===== src/icds_pkg.sv =====
// Types and constants for the I2C clock divider select block.
// No dependencies.
package icds_pkg;

  localparam int unsigned RATE_W = 22;
  localparam int unsigned KHZ_W = 18;
  localparam int unsigned HZ_W = 28;
  localparam int unsigned DEN_W = 24;
  localparam int unsigned IDEAL_W = 16;
  localparam int unsigned ROM_W = 12;
  localparam int unsigned ACT_W = 24;

  localparam logic [KHZ_W-1:0] KHZ_RESET = 18'd60000;
  localparam logic [KHZ_W-1:0] SHIFT1_LIMIT_KHZ = 18'd50000;
  localparam logic [KHZ_W-1:0] SHIFT2_LIMIT_KHZ = 18'd100000;
  localparam logic [9:0] KHZ_TO_HZ = 10'd1000;
  localparam logic [IDEAL_W-1:0] DIV_MAX = 16'hFFFF;

  localparam logic [5:0] DIV_LAST = 6'd27;
  localparam logic [5:0] ROM_LAST = 6'd63;

  localparam logic [ROM_W-1:0] SCL_ROM [64] = '{
    12'd20,   12'd22,   12'd24,   12'd26,   12'd28,   12'd30,   12'd34,   12'd40,
    12'd28,   12'd32,   12'd36,   12'd40,   12'd44,   12'd48,   12'd56,   12'd68,
    12'd48,   12'd56,   12'd64,   12'd72,   12'd80,   12'd88,   12'd104,  12'd128,
    12'd80,   12'd96,   12'd112,  12'd128,  12'd144,  12'd160,  12'd192,  12'd240,
    12'd160,  12'd192,  12'd224,  12'd256,  12'd288,  12'd320,  12'd384,  12'd480,
    12'd320,  12'd384,  12'd448,  12'd512,  12'd576,  12'd640,  12'd768,  12'd960,
    12'd640,  12'd768,  12'd896,  12'd1024, 12'd1152, 12'd1280, 12'd1536, 12'd1920,
    12'd1280, 12'd1536, 12'd1792, 12'd2048, 12'd2304, 12'd2560, 12'd3072, 12'd3840
  };

  typedef enum logic [2:0] {
    OP_NONE,
    OP_LOAD,
    OP_IDEAL_INIT,
    OP_DIV_STEP,
    OP_SEARCH,
    OP_ACT_INIT
  } op_t;

  typedef struct packed {
    op_t        op;
    logic [5:0] idx;
  } cmd_t;

endpackage


===== src/icds_dp.sv =====
// Datapath: bus clock register, shared restoring divider, nearest-entry search.
// Depends on icds_pkg.
module icds_dp (
  input  logic                           clk,
  input  logic                           rst,
  input  logic                           cfg_we,
  input  logic [icds_pkg::KHZ_W-1:0]     cfg_khz,
  input  logic [icds_pkg::RATE_W-1:0]    target_rate,
  input  icds_pkg::cmd_t                 cmd,
  output logic [1:0]                     prescale_shift,
  output logic [5:0]                     divider_index,
  output logic [icds_pkg::ACT_W-1:0]     actual_rate
);

  logic [icds_pkg::KHZ_W-1:0]   khz;
  logic [icds_pkg::RATE_W-1:0]  rate;
  logic [1:0]                   shift;
  logic [icds_pkg::HZ_W-1:0]    bus_hz;
  logic [icds_pkg::HZ_W-1:0]    dvd;
  logic [icds_pkg::DEN_W-1:0]   dsr;
  logic [icds_pkg::DEN_W-1:0]   rem;
  logic [icds_pkg::HZ_W-1:0]    quo;
  logic [icds_pkg::IDEAL_W-1:0] best_diff;
  logic [5:0]                   best_idx;

  logic [1:0]                   shift_sel;
  logic [icds_pkg::DEN_W:0]     trial;
  logic                         fits;
  logic [icds_pkg::IDEAL_W-1:0] ideal;
  logic [icds_pkg::IDEAL_W-1:0] entry;
  logic [icds_pkg::IDEAL_W-1:0] diff;
  logic [13:0]                  act_den;

  always_comb begin
    if (khz <= icds_pkg::SHIFT1_LIMIT_KHZ) begin
      shift_sel = 2'd0;
    end else if (khz <= icds_pkg::SHIFT2_LIMIT_KHZ) begin
      shift_sel = 2'd1;
    end else begin
      shift_sel = 2'd2;
    end
  end

  assign trial = {rem, dvd[icds_pkg::HZ_W-1]};
  assign fits  = trial >= {1'b0, dsr};

  assign ideal = (quo[icds_pkg::HZ_W-1:icds_pkg::IDEAL_W] != '0) ? icds_pkg::DIV_MAX
               : quo[icds_pkg::IDEAL_W-1:0];
  assign entry = icds_pkg::IDEAL_W'(icds_pkg::SCL_ROM[cmd.idx]);
  assign diff  = (ideal >= entry) ? (ideal - entry) : (entry - ideal);
  assign act_den = 14'(icds_pkg::SCL_ROM[best_idx]) << shift;

  always_ff @(posedge clk) begin
    if (rst) begin
      khz <= icds_pkg::KHZ_RESET;
    end else if (cfg_we) begin
      khz <= cfg_khz;
    end
  end

  always_ff @(posedge clk) begin
    case (cmd.op)
      icds_pkg::OP_LOAD: begin
        rate   <= target_rate;
        shift  <= shift_sel;
        bus_hz <= icds_pkg::HZ_W'(khz) * icds_pkg::HZ_W'(icds_pkg::KHZ_TO_HZ);
      end
      icds_pkg::OP_IDEAL_INIT: begin
        dvd       <= bus_hz;
        dsr       <= icds_pkg::DEN_W'(rate) << shift;
        rem       <= '0;
        quo       <= '0;
        best_diff <= icds_pkg::DIV_MAX;
        best_idx  <= '0;
      end
      icds_pkg::OP_ACT_INIT: begin
        dvd <= bus_hz;
        dsr <= icds_pkg::DEN_W'(act_den);
        rem <= '0;
        quo <= '0;
      end
      icds_pkg::OP_DIV_STEP: begin
        dvd <= {dvd[icds_pkg::HZ_W-2:0], 1'b0};
        quo <= {quo[icds_pkg::HZ_W-2:0], fits};
        if (fits) begin
          rem <= icds_pkg::DEN_W'(trial - {1'b0, dsr});
        end else begin
          rem <= trial[icds_pkg::DEN_W-1:0];
        end
      end
      icds_pkg::OP_SEARCH: begin
        if (diff < best_diff) begin
          best_diff <= diff;
          best_idx  <= cmd.idx;
        end
      end
      default: begin
      end
    endcase
  end

  assign prescale_shift = shift;
  assign divider_index  = best_idx;
  assign actual_rate    = quo[icds_pkg::ACT_W-1:0];

endmodule


===== src/icds_ctrl.sv =====
// Sequencer: load, ideal divide, table search, actual-rate divide, result strobe.
// Depends on icds_pkg.
module icds_ctrl (
  input  logic           clk,
  input  logic           rst,
  input  logic           start,
  output logic           busy,
  output logic           done,
  output icds_pkg::cmd_t cmd
);

  typedef enum logic [6:0] {
    S_IDLE   = 7'b0000001,
    S_PREP   = 7'b0000010,
    S_DIV1   = 7'b0000100,
    S_SEARCH = 7'b0001000,
    S_PREP2  = 7'b0010000,
    S_DIV2   = 7'b0100000,
    S_DONE   = 7'b1000000
  } state_t;

  state_t     state, state_next;
  logic [5:0] cnt, cnt_next;

  always_comb begin
    state_next = state;
    cnt_next   = cnt;
    cmd.op     = icds_pkg::OP_NONE;
    cmd.idx    = cnt;
    case (state)
      S_IDLE: begin
        if (start) begin
          cmd.op     = icds_pkg::OP_LOAD;
          state_next = S_PREP;
        end
      end
      S_PREP: begin
        cmd.op     = icds_pkg::OP_IDEAL_INIT;
        cnt_next   = '0;
        state_next = S_DIV1;
      end
      S_DIV1: begin
        cmd.op   = icds_pkg::OP_DIV_STEP;
        cnt_next = cnt + 6'd1;
        if (cnt == icds_pkg::DIV_LAST) begin
          cnt_next   = icds_pkg::ROM_LAST;
          state_next = S_SEARCH;
        end
      end
      S_SEARCH: begin
        cmd.op   = icds_pkg::OP_SEARCH;
        cnt_next = cnt - 6'd1;
        if (cnt == '0) begin
          state_next = S_PREP2;
        end
      end
      S_PREP2: begin
        cmd.op     = icds_pkg::OP_ACT_INIT;
        cnt_next   = '0;
        state_next = S_DIV2;
      end
      S_DIV2: begin
        cmd.op   = icds_pkg::OP_DIV_STEP;
        cnt_next = cnt + 6'd1;
        if (cnt == icds_pkg::DIV_LAST) begin
          state_next = S_DONE;
        end
      end
      S_DONE: begin
        state_next = S_IDLE;
      end
      default: begin
        state_next = S_IDLE;
      end
    endcase
  end

  always_ff @(posedge clk) begin
    if (rst) begin
      state <= S_IDLE;
      cnt   <= '0;
    end else begin
      state <= state_next;
      cnt   <= cnt_next;
    end
  end

  assign busy = state != S_IDLE;
  assign done = state == S_DONE;

endmodule


===== src/i2c_clock_divider_select.sv =====
// I2C clock divider select, top level. Depends on icds_pkg, icds_ctrl, icds_dp.
// Sequence: after start is taken, busy stays high until done pulses; a new word is
// taken only while busy is low. A run is two 28-step one-bit-per-cycle
// divisions on the shared divider plus a 64-step walk of the divider table.
// Reset (sync, active high): idle, bus_clock_khz back to 60000.
module i2c_clock_divider_select (
  input  logic                          clk,
  input  logic                          rst,
  input  logic                          bus_clock_khz_we,
  input  logic [icds_pkg::KHZ_W-1:0]    bus_clock_khz,
  input  logic                          start,
  output logic                          busy,
  input  logic [icds_pkg::RATE_W-1:0]   target_rate,
  output logic                          done,
  output logic [1:0]                    prescale_shift,
  output logic [5:0]                    divider_index,
  output logic [icds_pkg::ACT_W-1:0]    actual_rate
);

  icds_pkg::cmd_t cmd;

  icds_ctrl u_ctrl (
    .clk   (clk),
    .rst   (rst),
    .start (start),
    .busy  (busy),
    .done  (done),
    .cmd   (cmd)
  );

  icds_dp u_dp (
    .clk            (clk),
    .rst            (rst),
    .cfg_we         (bus_clock_khz_we),
    .cfg_khz        (bus_clock_khz),
    .target_rate    (target_rate),
    .cmd            (cmd),
    .prescale_shift (prescale_shift),
    .divider_index  (divider_index),
    .actual_rate    (actual_rate)
  );

endmodule


===== config.mk =====
export PLATFORM = sky130hd
export DESIGN_NAME = i2c_clock_divider_select
export DESIGN_NICKNAME = d
export VERILOG_FILES = /design/src/icds_pkg.sv /design/src/icds_dp.sv /design/src/icds_ctrl.sv /design/src/i2c_clock_divider_select.sv
export SDC_FILE = /design/constraint.sdc
export NUM_CORES = 1
export LEC_CHECK = 0
export ABC_CLOCK_PERIOD_IN_PS = 11200
export BUFFER_PORTS_ARGS = -buffer_cell sky130_fd_sc_hd__buf_2
export CAP_MARGIN = 10
export CORE_UTILIZATION = 65
export DETAILED_ROUTE_END_ITERATION = 7
export PLACE_DENSITY_LB_ADDON = 0.1
export RECOVER_POWER = 50
export SETUP_SLACK_MARGIN = 0.15
export SLEW_MARGIN = 10
export SYNTH_ARGS = -nofsm -noshare
export SYNTH_HDL_FRONTEND = slang
export SYNTH_HIERARCHICAL = 1
export SYNTH_SLANG_ARGS = --single-unit

===== constraint.sdc =====
create_clock -name clk -period 11.2 [get_ports clk]
set_input_delay 0.56 -clock clk [delete_from_list [all_inputs] [get_ports clk]]
set_output_delay 0.56 -clock clk [all_outputs]
set_load 0.1 [all_outputs]

==> results of run 1 <==
==> cell usage in the layout, fill, tap and decap left out, types with 9 or more instances in the layout <==
cell type,synthesis,final
a211oi_1,29,29
a21o_1,57,57
a21oi_1,84,84
a31oi_1,14,14
and2_1,16,13
and3_1,36,36
buf_2,3,39
clkbuf_1,56,44
clkbuf_16,0,23
dfxtp_1,31,31
edfxtp_1,172,172
fa_1,64,64
ha_1,143,143
inv_1,181,181
mux2_2,9,9
mux2i_1,62,62
nand2_1,149,149
nand2b_1,16,16
nand3_1,24,24
nand4_1,11,11
nor2_1,110,110
nor2b_1,16,16
nor3_1,21,21
nor4_1,8,9
o211ai_1,18,18
o21a_1,12,12
o21ai_0,64,64
o21bai_1,11,10
or2_2,15,15
xnor2_1,38,38
xor2_1,20,20
==> cell type report <==
| cell class | count | share of cell area [%] |
|---|---|---|
| inverters | 181 | 3.98 |
| repair buffers | 87 | 2.33 |
| well taps | 324 | 2.38 |
| multi-input cells | 1155 | 52.9 |
| clock inverters | 14 | 1.06 |
| diodes | 2 | 0.0293 |
| clock buffers | 25 | 3.42 |
| flip-flops and latches | 203 | 33.9 |
==> power by group through the flow <==
stage	combinational [mW]	clock (mW)	sequential [mW]
2_1_floorplan	0.795	0	0.989
3_3_place_gp	0.942	0	0.989
3_5_place_dp	0.977	0	0.991
4_1_cts	0.986	0.784	0.975
5_1_grt	1.12	0.807	0.983
6_report	0.985	0.765	0.976
==> how the worst max path moves through the flow <==
| stage | cells past startpoint | endpoint | startpoint |
|---|---|---|---|
| 2_1_floorplan | 8 | u_dp/bus_hz[10]$_DFFE_PN_ | u_ctrl/state[3]$_SDFFE_PP0P_ |
| 3_3_place_gp | 23 | u_dp/divider_index[0]$_SDFFCE_PP0P_ | u_ctrl/cnt[1]$_SDFFE_PP0P_ |
| 3_5_place_dp | 23 | u_dp/divider_index[0]$_SDFFCE_PP0P_ | u_ctrl/cnt[1]$_SDFFE_PP0P_ |
| 4_1_cts | 23 | u_dp/best_diff[14]$_SDFFCE_PP1P_ | u_ctrl/cnt[1]$_SDFFE_PP0P_ |
| 5_1_grt | 21 | u_dp/best_diff[14]$_SDFFCE_PP1P_ | u_ctrl/cnt[1]$_SDFFE_PP0P_ |
| 6_report | 24 | u_dp/best_diff[14]$_SDFFCE_PP1P_ | u_ctrl/cnt[1]$_SDFFE_PP0P_ |
==> logic make-up after synthesis <==
group                      count (synthesis)  synth area share (%)
xor gates and xnor gates                  58                  3.17
AOI/OAI and AO/OA                        356                  15.2
DFF                                      203                  36.1
and+or+nand+nor                          460                  14.1
muxes                                     73                  4.73
adders and majority gates                208                  19.2
buffers and inverters                    277                  7.47
==> metrics by stage <==
stage                     cell area (sq um)  setup slack [ns]
after floorplan                       16000              5.29
after global placement                16400              5.00
after detailed placement              16400              4.83
after CTS                             17200              4.78
after global routing                  17100              4.15
final                                 17100              4.73
==> critical path: stages (launching register included) <==
cell and delay (ns):
dfxtp_1 0.52, inv_1 0.16, ha_1 0.33, mux2_2 0.29, inv_1 0.06, nand2_1 0.06, o21a_1 0.16, nand2_1 0.07
o21ai_0 0.09, nand2_1 0.16, ha_1 0.37, a21o_1 0.21, a21o_1 0.22, a2111oi_4 0.47, o21a_1 0.51, o21ai_2 0.19
xnor2_1 0.27, ha_1 0.30, a21o_1 0.16, a21o_1 0.17, a21oi_1 0.14, o31ai_1 0.08, o2111ai_1 0.10, a21oi_1 0.11
o21bai_2 0.86
==> routing by layer <==
layer,vias up,wire [um],GRT usage (%)
met4,4,698,6.60
li1,5757,-,-
met2,263,16800,48.5
met1,5541,15400,35.9
met3,56,1610,3.83
met5,-,27,0
==> registers in the layout, indices dropped and copies added (netlist names), 7 cells and up <==
register        cells
u_dp/rate          22
u_dp/dsr           24
u_dp/khz           18
u_dp/dvd           25
u_ctrl/state        7
u_dp/quo           28
u_dp/rem           24
u_dp/best_diff     16
u_dp/bus_hz        25
==> reports/qor.csv, run 1 <==
metric,value,unit
status,"complete, but fails checks",
failing checks,"max-capacitance violations, max-slew violations",
NumNets Final,1902,
ys async rst share,0,%
fin cells,1991,
# rows,57,
worst r2r src,u_ctrl/cnt[1]$_SDFFE_PP0P_,
unique cell type count in the Yosys netlist,89,
Via Count,11600,
drt initial violations,826,
post-synthesis cell area,16000,sq um
Final Util,70.4,%
Root Buffer,clkbuf_16,
Power Density,160,nW/um^2
CP arrival,6.58,ns
Max Freq,155,MHz
ys flop type,edfxtp_1,
Final Hold Fails,0,
CTS Buf Count,23,
Yosys top cell area share,32.2,%
layout cells sized above 1,7.75,%
Seq. cell area,5790,sq um
number of synthesized flops with an enable pin,172,
Hold EP,u_dp/rate[5]$_DFFE_PN_,
RSZ-0062 raised after global routing,false,
Overflow after GRT,0,
Filler cells,1905,
maxcap violations,2,
Slew Limit Fails,87,
placed cell count,1950,
number of global-route vias before repair,11700,
Routed WL,34.5,mm
P_leak,7.51,nW
Wirelength per Cell,17.3,um
Top Ports,78,
"count leader, synth",inv_1,
worst skew pair latency,0.51,ns
post-CTS setup buffer count,0,
Core Area,24200,sq um
PostCTS Resize Cnt,0,
"Net Count, Synth",1886,
Sequential Power Share,35.8,%
worst hold slack,0.227,ns
Port Buffers,77,
Worst Reg-to-Reg Cells,24,
"Seq/Total Area, Yosys",36.1,%
final count of negative-setup-slack endpoints,0,
Worst Max-Slew Pin Slew,2.49,ns
hold depth,1,
Power Internal,1.84,mW
critical path launch point type,flop,
Setup Skew,0.0210,ns
DR DRC count,0,
first-pass GRT wire length,57.2,mm
DP Wirelength,25.7,mm
CTS tree,done,
Synth Area per Inst,9.81,sq um
chip width,159,um
Synth area leader,edfxtp_1,
Crit path required time,11.31,ns
CTS sink cnt,203,
Max VDD drop,0.000154,V
Max Root-Sink Buffers,3,
worst r2r dst,u_dp/best_diff[14]$_SDFFCE_PP1P_,
Via density,5.84,
total global-route track usage,27.6,%
Synth area leaders,"edfxtp_1 (32%), ha_1 (11%), fa_1 (8.0%)",
Logic pwr share,36.1,%
initial antenna violation count,4,
htree depth,1,
Syn. warnings,6,
WS Path Type,reg -> reg,
top post-synthesis cells by count,"inv_1 (181), edfxtp_1 (172), nand2_1 (149)",
Synth Instances,1635,
Clk pwr share,28.1,%
Period minus WS final,6.47,ns
"Reg clk slew, reported paths",0.06,ns
Final TNS setup,0,ns
drt first pass iters,5,
Routability Congestion,0.991,
Design Power,2.73,mW
Initial Util,66.2,%
Crit Path Max Fanout,22,
largest net degree at the start of global routing,78,
Area Growth Syn to Fin,6.40,%
switching share of power,32.6,%
Hold Path Class,in -> reg,
crit end category,flop,
Multi-input gate area,9030,sq um
period utilization,57.7,%
# hold bufs at CTS,0,
Worst slew margin,-65.8,%
"reg-to-reg slack, setup",4.73,ns
Worst Hold Launch,target_rate[5],
height of the die,159,um
P_sw,890,uW
antenna violation net count after detailed routing,0,
"FF+latch count, synth",203,
die area,25300,sq um
(Power assumes the default switching activity.)
==> inputs of run 2 (changes only) <==
- ABC_AREA: default -> 1
- ABC_CLOCK_PERIOD_IN_PS: 11200 -> 5620
- CORE_UTILIZATION: 65 -> 57
- clock period: 11.2 -> 5.62 ns (I/O delays scaled with it)
==> reports/qor.csv, run 2 <==
metric,value,unit,change
Post-DP Area,16700,sq um,+2.1%
# rows,61,,+7.0%
Synth area leader,edfxtp_1,,
Via density,5.35,,-8.4%
Worst Max-Slew Pin Slew,2.64,ns,+0.157 ns
CP max stage cell,dfxtp_2,,
period utilization,88.2,%,+30 points
Crit path required time,5.82,ns,-5.49 ns
post-synthesis cell area,16200,sq um,+0.73%
drt initial violations,863,,+4.5%
Hold Path Class,in -> reg,,
RSZ-0062 raised after global routing,false,,
Syn. warnings,6,,unchanged
Routed WL,36.7,mm,+6.3%
largest net degree at the start of global routing,55,,-29%
Max Root-Sink Buffers,3,,unchanged
CTS sink cnt,203,,unchanged
failing checks,"max-capacitance violations, max-slew violations",,
number of global-route vias before repair,12900,,+11%
hold depth,3,,+2
chip width,170,um,+7.1%
Synth Instances,1961,,+20%
Final TNS setup,0,ns,unchanged
status,"complete, but fails checks",,
NumNets Final,2292,,+21%
first-pass GRT wire length,61.1,mm,+6.9%
Overflow after GRT,0,,unchanged
DP Wirelength,28.5,mm,+11%
Synth area leaders,"edfxtp_1 (32%), ha_1 (11%), nand2_1 (9.6%)",,
maxcap violations,2,,unchanged
"most common cell after layout, fill and taps aside",nand2_1,,
Final Worst Setup Slack,0.663,ns,-4.07 ns
unique cell type count in the Yosys netlist,55,,-38%
drt first pass iters,5,,unchanged
Regs by FF count,"u_dp/quo (28), u_dp/bus_hz (25), u_dp/dvd (25)",,
die area,29000,sq um,+15%
Critical Path Max Stage Delay,0.44,ns,-0.42 ns
ys async rst share,0,%,unchanged
P_leak,8.00,nW,+6.6%
DR DRC count,0,,unchanged
Setup Skew,0.0291,ns,+0.00816 ns
Multi-input gate area,8750,sq um,-3.1%
CP most frequent cell,nand2_1,,
Power Density,376,nW/um^2,+140%
"Most flops, register",u_dp/quo,,
initial antenna violation count,0,,-4
worst skew pair latency,0.54,ns,+0.03 ns
Worst slew margin,-76.2,%,-10 points
Core Area,27900,sq um,+15%
"Reg clk slew, reported paths",0.06,ns,about the same
"Seq/Total Area, Yosys",35.8,%,-0.26 points
htree depth,1,,unchanged
Initial Util,58.0,%,-8.2 points
final count of negative-setup-slack endpoints,0,,unchanged
critical path launch point type,flop,,
Root Buffer,clkbuf_16,,
Yosys top cell area share,32.0,%,-0.23 points
Top Ports,78,,unchanged
height of the die,170,um,+7.1%
final instance area,17700,sq um,+3.7%
Seq. cell area,5790,sq um,about the same
"Net Count, Synth",2212,,+17%
Post-Place Worst Slack,0.498,ns,-4.33 ns
max reg flops,28,,unchanged
most frequent cells in the layout,"nand2_1 (417), inv_1 (315), nor2_1 (194)",,
CTS tree,done,,
Routability Congestion,0.958,,-3.3%
Port Buffers,77,,unchanged
Design Power,6.66,mW,+140%
"count leader, synth",nand2_1,,
Worst Reg-to-Reg Cells,30,,+25%
Synth Area per Inst,8.24,sq um,-16%
Period minus WS final,4.96,ns,-1.51 ns
Max VDD drop,0.000351,V,+130%
Max Freq,202,MHz,+30%
ys flop type,edfxtp_1,,
CTS Buf Count,25,,+8.7%
Via Count,13000,,+12%
post-CTS setup buffer count,0,,unchanged
"FF+latch count, synth",203,,unchanged
Area Growth Syn to Fin,9.57,%,
WS Path Type,reg -> reg,,
Slew Limit Fails,102,,+17%
Crit Path Max Fanout,22,,unchanged
worst hold slack,0.0256,ns,-0.202 ns
number of synthesized flops with an enable pin,172,,unchanged
top post-synthesis cells by count,"nand2_1 (415), inv_1 (314), nor2_1 (190)",,
Diodes inserted,0,,-2
Filler cells,2551,,+34%
layout cells sized above 1,5.64,%,-2.1 points
total global-route track usage,26.1,%,-1.5 points
CP arrival,5.16,ns,-1.42 ns
Wirelength per Cell,15.1,um,-13%
crit end category,flop,,
Final Hold Fails,0,,unchanged
antenna violation net count after detailed routing,0,,unchanged
run 2: stage by stage:
stage	util, %	instances
floorplan	-	1961
global placement	60.1	2363
detailed placement	60.1	2363
CTS	64.0	2436
global route	63.5	2436
finish	63.5	2436
run 2: cells by family (layout without fill, tap and decap cells):
family	Yosys count	after routing	share of synthesized area, %
mux	15	15	0.929
flops	203	203	35.8
compound gates	340	340	11.8
fa+ha+maj	207	207	19.0
simple gates	763	763	20.0
buf+inv	385	482	9.80
xor+xnor	48	48	2.60
run 2: metal layers:
| layer | vias to the layer above | global-route usage [%] | wire [um] |
|---|---|---|---|
| li1 | 6568 | - | - |
| met1 | 6124 | 33.1 | 16400 |
| met2 | 260 | 46.5 | 17900 |
| met3 | 70 | 2.72 | 1310 |
| met4 | 0 | 8.23 | 1070 |
| met5 | - | 0 | 0 |
run 2: final cells by class:
class | instances | area share, %
clock buffers | 30 | 3.64
repair buffers | 115 | 3.82
multi-input cells | 1373 | 49.4
flip-flops and latches | 203 | 32.7
well taps | 378 | 2.67
inverters | 323 | 6.88
clock inverters | 14 | 0.876
run 2: path summary, 6_finish.rpt:
check,start,slack [ns],end
max,u_ctrl/cnt[0]$_SDFFE_PP0P_,0.66,u_dp/best_diff[3]$_SDFFCE_PP1P_
min,start,0.03,u_ctrl/state[1]$_SDFFE_PP0P_
max reg2reg,u_ctrl/cnt[0]$_SDFFE_PP0P_,0.66,u_dp/best_diff[3]$_SDFFCE_PP1P_
min reg2reg,u_dp/bus_hz[22]$_DFFE_PN_,0.51,u_dp/dvd[22]$_DFFE_PP_
run 2: where the power goes:
group | internal, mW | switching, mW | total (mW)
registers | 2.00 | 0.0993 | 2.10
clock network | 0.954 | 0.622 | 1.58
logic | 1.12 | 1.87 | 2.98
total | 4.07 | 2.59 | 6.66
run 2: worst max-delay path, delay by kind of cell, from the launching register on:
| family | cells | cell delay, ns |
|---|---|---|
| buf+inv | 7 | 0.84 |
| fa+ha+maj | 3 | 0.98 |
| simple gates | 14 | 1.23 |
| flops | 1 | 0.44 |
| compound gates | 6 | 1.10 |
run 2: timing repair:
item / in CTS / in global routing
resized for setup: 0 / 4
endpoints found under the hold margin: 29 / 0
hold buffers: 29 / 0
endpoints found under the setup margin: 0 / 22
==> inputs of run 3 (changes only) <==
- CAP_MARGIN: 10 -> 20
- MAX_ROUTING_LAYER: default -> met4
==> reports/qor.csv, run 3 (synthesized netlist as in run 2, its figures left out) <==
metric,value,unit,change
Slew Limit Fails,50,,-51%
worst r2r dst,u_dp/best_diff[1]$_SDFFCE_PP1P_,,
initial antenna violation count,0,,unchanged
drt first pass iters,6,,+1
CP max stage cell,dfxtp_2,,
Top Family by Delay on Critical Path,simple AND/OR/NAND/NOR gates,,
Via density,5.33,,-0.29%
Clk pwr share,24.1,%,+0.4 points
Critical Path Max Stage Delay,0.44,ns,about the same
"Most flops, register",u_dp/quo,,
"reg-to-reg slack, setup",0.63,ns,-0.04 ns
Sequential Power Share,31.3,%,-0.3 points
Via Count,13000,,-0.25%
P_leak,8.03,nW,+0.40%
DP Wirelength,28.0,mm,-1.5%
largest net degree at the start of global routing,60,,+9.1%
Worst Reg-to-Reg Cells,28,,-6.7%
height of the die,170,um,unchanged
failing checks,"max-capacitance violations, max-slew violations",,
Core Area,27900,sq um,unchanged
Final Hold Fails,0,,unchanged
Setup Skew,0.0186,ns,-0.0105 ns
Top Ports,78,,unchanged
first-pass GRT wire length,61.3,mm,+0.20%
Power Density,378,nW/um^2,+0.33%
NumNets Final,2292,,unchanged
Buffers & Inverters on Critical Path,7,,unchanged
CTS Buf Count,25,,unchanged
final count of negative-setup-slack endpoints,0,,unchanged
critical path launch point type,flop,,
number of global-route vias before repair,12700,,-1.6%
Worst Hold Launch,start,,
maxcap violations,1,,-1
drt initial violations,912,,+5.7%
Crit path required time,5.83,ns,about the same
Area Growth Syn to Fin,9.97,%,
Initial Util,58.0,%,unchanged
Period minus WS final,4.99,ns,+0.0371 ns
Max Freq,200,MHz,-0.74%
CP arrival,5.20,ns,+0.04 ns
layout cells sized above 1,6.27,%,+0.63 points
switching share of power,39.0,%,+0.17 points
Regs by FF count,"u_dp/quo (28), u_dp/bus_hz (25), u_dp/dvd (25)",,
Max VDD drop,0.000347,V,-1.0%
WS Path Type,reg -> reg,,
placed cell count,2363,,unchanged
Overflow after GRT,0,,unchanged
"Reg clk slew, reported paths",0.06,ns,about the same
worst skew pair latency,0.55,ns,about the same
Design Power,6.71,mW,+0.70%
Hold EP,u_ctrl/state[1]$_SDFFE_PP0P_,,
Routed WL,37.0,mm,+0.80%
DR DRC count,0,,unchanged
max reg flops,28,,unchanged
worst r2r src,u_ctrl/cnt[0]$_SDFFE_PP0P_,,
Root Buffer,clkbuf_16,,
crit end category,flop,,
Final TNS setup,0,ns,unchanged
Hold Path Class,in -> reg,,
CTS tree,done,,
fin cells,2437,,+0.041%
antenna violation net count after detailed routing,0,,unchanged
Power Internal,4.09,mW,+0.42%
Worst slew margin,-82.8,%,-6.6 points
Logic pwr share,44.5,%,-0.3 points
period utilization,88.9,%,+0.66 points
# rows,61,,unchanged
P_sw,2.62,mW,+1.1%
status,"complete, but fails checks",,
Worst Max-Slew Pin Slew,2.74,ns,+0.0986 ns
RSZ-0062 raised after global routing,false,,
total global-route track usage,27.1,%,+0.97 points
Routability Congestion,0.968,,+0.98%
Port Buffers,77,,unchanged
"most common cell after layout, fill and taps aside",nand2_1,,
Crit Path Max Fanout,22,,unchanged
CP most frequent cell,nand2_1,,
Wirelength per Cell,15.2,um,+0.75%
chip width,170,um,unchanged
htree depth,1,,unchanged
most frequent cells in the layout,"nand2_1 (415), inv_1 (315), nor2_1 (193)",,
Diodes inserted,0,,unchanged
hold depth,3,,unchanged
Max Root-Sink Buffers,3,,unchanged
CTS sink cnt,203,,unchanged
die area,29000,sq um,unchanged
## run 3: changes by cell type in the layout (fill, tap and decap cells not counted), sizes merged
cell,delta
inv,-2
clkinvlp,+2
clkbuf,-2
buf,+3
## run 3: routing by layer
layer | up-vias | global-route usage [%] | share of wire, %
li1 | 6579 | - | -
met1 | 6103 | 33.3 | 45
met2 | 239 | 47.5 | 50
met3 | 68 | 3.00 | 3.3
met4 | 0 | 6.50 | 2.3
met5 | - | - | 0
## run 3: final cells by class
cell class	count	area [sq um]
fillers	2453	10100
well taps	378	473
clock inverters	14	166
multi-input cells	1373	8780
clock buffers	31	658
inverters	323	1210
flip-flops and latches	203	5790
repair buffers	115	683
## run 3: worst max-delay path by stage
stage / startpoint / endpoint / cells after the start
after floorplan: u_ctrl/state[6]$_SDFFE_PP0P_ / u_dp/dvd[10]$_DFFE_PP_ / 10
after global placement: u_ctrl/cnt[0]$_SDFFE_PP0P_ / u_dp/divider_index[0]$_SDFFCE_PP0P_ / 30
after detailed placement: u_ctrl/cnt[0]$_SDFFE_PP0P_ / u_dp/divider_index[4]$_SDFFCE_PP0P_ / 28
after CTS: u_ctrl/cnt[1]$_SDFFE_PP0P_ / u_dp/divider_index[2]$_SDFFCE_PP0P_ / 28
after global routing: u_ctrl/cnt[0]$_SDFFE_PP0P_ / u_dp/best_diff[1]$_SDFFCE_PP1P_ / 30
final: u_ctrl/cnt[0]$_SDFFE_PP0P_ / u_dp/best_diff[1]$_SDFFCE_PP1P_ / 28
## run 3: timing repair
| item | 4_1_cts | 5_1_grt |
|---|---|---|
| hold endpoints to repair | 29 | 0 |
| gates resized for setup | 0 | 2 |
| setup buffers | 0 | 0 |
| hold buffers | 29 | 0 |
| endpoints found under the setup margin | 0 | 22 |
## run 3: power groups by stage
stage / clock network [mW] / registers (mW) / logic [mW]
2_1_floorplan: 0 / 2.14 / 2.31
3_3_place_gp: 0 / 2.12 / 2.95
3_5_place_dp: 0 / 2.12 / 2.97
4_1_cts: 1.65 / 2.09 / 3.01
5_1_grt: 1.71 / 2.12 / 3.41
6_report: 1.62 / 2.10 / 2.99
## run 3: worst register-to-register path: cells and delay by family, from the launching register on
kind | cells | cell delay (ns)
AND/OR/NAND/NOR | 12 | 1.26
AO/OA/AOI/OAI | 6 | 1.04
adder cells (fa/ha/maj) | 3 | 0.99
buffers and inverters | 7 | 0.93
flip-flops | 1 | 0.44
## run 3: through the flow
stage	util, %	cell area, sq um	hold slack (ns)	setup slack (ns)
finish	63.8	17800	0.0371	0.626
global route	63.8	17800	0.0270	0.162
CTS	64.1	17900	0.00419	0.514
detailed placement	60.1	16700	0.459	0.558
global placement	60.1	16700	0.459	0.640
floorplan	-	16200	0.350	0.441
